===== src/design/pvs_pkg.sv =====
package pvs_pkg;

   // default configuration of the store
   localparam int PALETTE_DEPTH_DEF = 256;
   localparam int VALUE_BITS_DEF    = 16;
   localparam int HEIGHT_DEF        = 256;
   localparam int SIDE_DEF          = 16;

   // request and response field widths
   localparam int X_BITS           = 4;
   localparam int Y_BITS           = 8;
   localparam int Z_BITS           = 4;
   localparam int VALUE_FIELD_BITS = 16;
   localparam int USED_BITS        = 9;

   // request commands
   localparam logic CMD_READ  = 1'b0;
   localparam logic CMD_WRITE = 1'b1;

   // response status codes
   localparam logic STATUS_OK   = 1'b0;
   localparam logic STATUS_FULL = 1'b1;

   // controller to datapath commands
   typedef struct packed {
      logic clear;        // clear one cell per cycle after reset
      logic capture;      // latch an incoming request
      logic cell_rd;      // read the addressed cell index
      logic pal_rd_cell;  // read the palette at the cell index
      logic rsp_read;     // issue a read response
      logic scan_init;    // restart the palette scan
      logic scan;         // advance the palette scan
      logic commit;       // update cell and palette, issue a write response
   } dp_cmd_type;

   // datapath to controller status
   typedef struct packed {
      logic clear_done;
      logic is_write;
      logic in_range;
      logic scan_hit;
      logic scan_miss;
   } dp_stat_type;

endpackage


===== src/design/pvs_ctrl.sv =====
module pvs_ctrl
   import pvs_pkg::*;
(
   input  logic        clock,
   input  logic        reset,
   input  logic        start,
   output logic        busy,
   input  dp_stat_type stat,
   output dp_cmd_type  cmd
);

   typedef enum logic [6:0] {
      S_CLEAR  = 7'b0000001,
      S_IDLE   = 7'b0000010,
      S_DECIDE = 7'b0000100,
      S_RD_PAL = 7'b0001000,
      S_RD_OUT = 7'b0010000,
      S_SEARCH = 7'b0100000,
      S_COMMIT = 7'b1000000
   } state_type;

   state_type state_ff;
   state_type state_in;

   // sequence each request through the datapath
   always_comb begin
      cmd      = '0;
      state_in = state_ff;
      unique case (state_ff)
         S_CLEAR: begin
            cmd.clear = 1'b1;
            if (stat.clear_done) state_in = S_IDLE;
         end
         S_IDLE: begin
            if (start) begin
               cmd.capture = 1'b1;
               state_in    = S_DECIDE;
            end
         end
         S_DECIDE: begin
            if (!stat.in_range) begin
               cmd.rsp_read = 1'b1;
               state_in     = S_IDLE;
            end else if (!stat.is_write) begin
               cmd.cell_rd = 1'b1;
               state_in    = S_RD_PAL;
            end else begin
               cmd.scan_init = 1'b1;
               state_in      = S_SEARCH;
            end
         end
         S_RD_PAL: begin
            cmd.pal_rd_cell = 1'b1;
            state_in        = S_RD_OUT;
         end
         S_RD_OUT: begin
            cmd.rsp_read = 1'b1;
            state_in     = S_IDLE;
         end
         S_SEARCH: begin
            cmd.scan = 1'b1;
            if (stat.scan_hit || stat.scan_miss) state_in = S_COMMIT;
         end
         S_COMMIT: begin
            cmd.commit = 1'b1;
            state_in   = S_IDLE;
         end
         default: begin
            state_in = S_CLEAR;
         end
      endcase
   end

   always_ff @(posedge clock) begin
      if (reset) begin
         state_ff <= S_CLEAR;
      end else begin
         state_ff <= state_in;
      end
   end

   assign busy = (state_ff != S_IDLE);

`ifndef SYNTHESIS
   // a request is taken only from idle, and always moves on to decode
   assert property (@(posedge clock) disable iff (reset)
      (state_ff == S_IDLE && start) |=> (state_ff == S_DECIDE))
      else $error("accepted request did not reach decode");

   // the scan ends only through a hit or a miss
   assert property (@(posedge clock) disable iff (reset)
      (state_ff == S_COMMIT) |-> ($past(state_ff) == S_SEARCH &&
                                  ($past(stat.scan_hit) || $past(stat.scan_miss))))
      else $error("commit without a finished palette scan");

   // once cleared, the store never returns to the clearing pass
   assert property (@(posedge clock) disable iff (reset)
      (state_ff != S_CLEAR) |=> (state_ff != S_CLEAR))
      else $error("clearing pass re-entered without reset");
`endif

endmodule


===== config.mk =====
export PLATFORM = sky130hd
export DESIGN_NAME = pvs_ctrl
export DESIGN_NICKNAME = d
export VERILOG_FILES = /design/src/design/pvs_pkg.sv /design/src/design/pvs_ctrl.sv
export SDC_FILE = /design/constraint.sdc
export NUM_CORES = 1
export LEC_CHECK = 0
export ABC_AREA = 1
export BUFFER_PORTS_ARGS = -buffer_cell sky130_fd_sc_hd__buf_2
export CAP_MARGIN = 0
export CORE_AREA = 2 2 39 41
export CTS_BUF_LIST = sky130_fd_sc_hd__clkbuf_16
export DETAILED_ROUTE_END_ITERATION = 12
export DIE_AREA = 0 0 41 43
export HOLD_SLACK_MARGIN = 0.05
export SLEW_MARGIN = 25
export SYNTH_ARGS = -nofsm -noshare
export SYNTH_HDL_FRONTEND = slang
export SYNTH_SLANG_ARGS = --single-unit

===== constraint.sdc =====
create_clock -name clock -period 1.5 [get_ports clock]
set_input_delay 0.075 -clock clock [delete_from_list [all_inputs] [get_ports clock]]
set_output_delay 0.075 -clock clock [all_outputs]
set_load 0.01 [all_outputs]

==> summary.md <==
| Metric | Value |
|---|---|
| DR vias | 493 |
| Slowest-stage cell, CP | dfxtp_1 |
| Fin. max-slew vios | 0 |
| Vias in the first global route | 406 |
| Placed instance area | 561 um2 |
| Layout cells sized above 1 | 34.7% |
| Synthesized flop and latch total | 7 |
| Starting Density | between 30% and 40% |
| Largest net degree at the start of global routing | 8 |
| Worst endpoint required time | 1.42 ns |
| Synth area leaders | dfxtp_1, nand2_1, nor2_1 |
| R2R Setup Slk | 0.27 ns |
| Final hold slack | 0.101 ns |
| Critical path startpoint category | register |
| # DRC | 0 |
| Most common cell in the netlist | nand2_1 |
| Leakage | 0.365 nW |
| Cells after DPL | 106 |
| Core area | 1380 um2 |
| Post-CTS Setup Bufs | 0 |
| Worst hold endpoint | state_ff[5] |
| Crit-path cells | inv_2, nand2_2, nor2_2, nand4_1, inv_1, buf_2 |
| Fin cells | 111 |
| CP endpoint kind | output port |
| Crit path largest cell delay | about 0.30 ns |
| Commonest cells in the netlist | nand2_1, nor2_1, inv_1 |
| Area leader, netlist | dfxtp_1 |
| Tmin final | 1.37 ns |
| TritonCTS Buffers | 3 |
| Row cnt | 14 |
| Fin. Hold Viols | 0 |
| Die Y | roughly 43 um |
| Top flop regs | state_ff x7 |
| Slew headroom | 84.0% |
| # diodes | 0 |
| Peak Freq | 0.730 GHz |
| Hold Crit Start | reset |
| Syn nets | 83 |
| Final Skew | 0.000351 ns |
| Pwr Total | roughly 840 uW |
| GRT overflow | 0 |
| # IOs | 17 |
| RSZ-0062 raised after global routing | no |
| Pwr dens | 1300 nW/um2 |
| Clk_lat worst skew | roughly 0.23 ns |
| Max rail drop VDD | between 800 and 900 uV |
| Reg-to-reg critical path endpoint | state_ff[0] |
| Post-Syn Area per Cell | a little over 6 um2 |
| DP Worst Slack | 0.290 ns |
| Critical path type | reg2out |
| Port Buffers | 16 |
| Max FFs per register | 7 |
| Post-route ant nets | 0 |
| Ys flop type | dfxtp_1 |
| Maximum fanout along the worst path | 6 |
| Top cell type's share of synthesized area | between 20% and 30% |
| TNS Setup | 0 ns |
| Final wirelength | 1060 um |
| EDFF count, synth | 0 |
| Final period util | approximately nine tenths |
| Post-synthesis cell area | 468 um2 |
| Fraction of registers with async set/reset | 0% |
| Clock sinks | 7 |
| DR iter-0 viols | 7 |
| CTS Root Cell | clkbuf_16 |
| TritonCTS clock tree | yes |
| Post-synthesis cell type count | 18 |
| Via density | 4.44 |
| R2R cell count | 8 |
| Hold path depth | 2 |
| Max-cap violation count | 0 |
| CP arrival | 1.30 ns |
| Fin area | roughly 650 um2 |
| Biggest register | state_ff |
| Final setup vio count | 0 |
| Status | complete, no violations |
| Final nets | 104 |
| Average wire per standard cell | 9.52 um |
| Worst-case clock buffer depth | 2 |
| Worst hold path type | in2reg |
| H-Tree Level Count | 1 |
| Synth warnings | 0 |
| Util after Layout | 46.9% |
| Sequential area share after synthesis | 29.9% |
| Final WS setup | 0.130 ns |
| Routability congestion estimate from global placement | roughly 0.80 |
| Total Routing Usage GR | 15.4% |
| Area Growth Syn to Fin | 38.8% |
| R2R Path Start | state_ff[6] |
| First-pass GRT wire length | 1700 um |
| Worst slew pin tran | 0.240 ns |
| Clk pin slew, worst setup/hold paths | 0.04 ns |
| Die area | 1760 um2 |
| Synthesized instance count | 75 |
| Initial antenna violation count | 0 |
| HPWL after DPL | 840 um |
| Die Width | slightly above 40 um |
| Router iterations before antenna repair | 3 |
==> metal layers <==
layer  share of wire (%)  GRT usage, %
met1                  48          19.6
met2                  41          18.8
met3                 6.2          4.71
met4                 4.8          16.0
met5                   0             0
==> cell usage in the layout, fill, tap and decap left out, drive strengths merged <==
cell type    netlist  final
and2               1      1
nand2             21     21
dlygate4sd3        0      1
nand3              4      4
clkbuf             0      3
nor4               1      1
nand4              2      2
a211oi             1      1
nor2              16     16
nand3b             2      2
a21oi              1      1
inv               13     14
buf                1     16
nor3               5      5
dfxtp              7      7
==> final cells by class <==
cell class                 count  area, um2
clock buffer                   3       75.1
clock inverter                 1       3.75
fill                         143        734
inverter                      13       48.8
multi-input combinational     54        272
sequential                     7        140
tap                           16       20.0
timing repair buffer          17       90.1
==> cell families (layout without fill, tap and decap cells) <==
kind of cell	after synthesis	after routing	share of synthesized area (%)
flops	7	7	29.9
buf+inv	14	34	12.0
compound gates	2	2	2.67
simple gates	52	52	55.3
==> critical path: cells and delay by family (launching register included) <==
family / cells / cell delay [ns]
DFF: 1 / 0.30
and+or+nand+nor: 3 / 0.47
buffers and inverters: 3 / 0.28
==> worst max path at each step <==
| stage | startpoint | to | slack, ns | cells after the start |
|---|---|---|---|---|
| 6_report | state_ff[6] | cmd[4] | 0.13 | 6 |
| 5_1_grt | state_ff[6] | cmd[5] | 0.0002 | 6 |
| 4_1_cts | state_ff[6] | cmd[5] | 0.13 | 6 |
| 3_5_place_dp | state_ff[6] | state_ff[0] | 0.29 | 8 |
| 3_3_place_gp | state_ff[6] | state_ff[0] | 0.28 | 8 |
| 2_1_floorplan | state_ff[5] | state_ff[0] | 0.40 | 7 |
==> where the power goes <==
group,internal (mW),switching [mW]
sequential,0.201,0.0120
combinational,0.0702,0.109
clock,0.347,0.104
==> repair_timing <==
action / in CTS / in global routing
gates resized for setup: 0 / 0
hold buffers: 1 / 0
hold endpoints to repair: 1 / 0
Power figures use the tool's default switching activity.
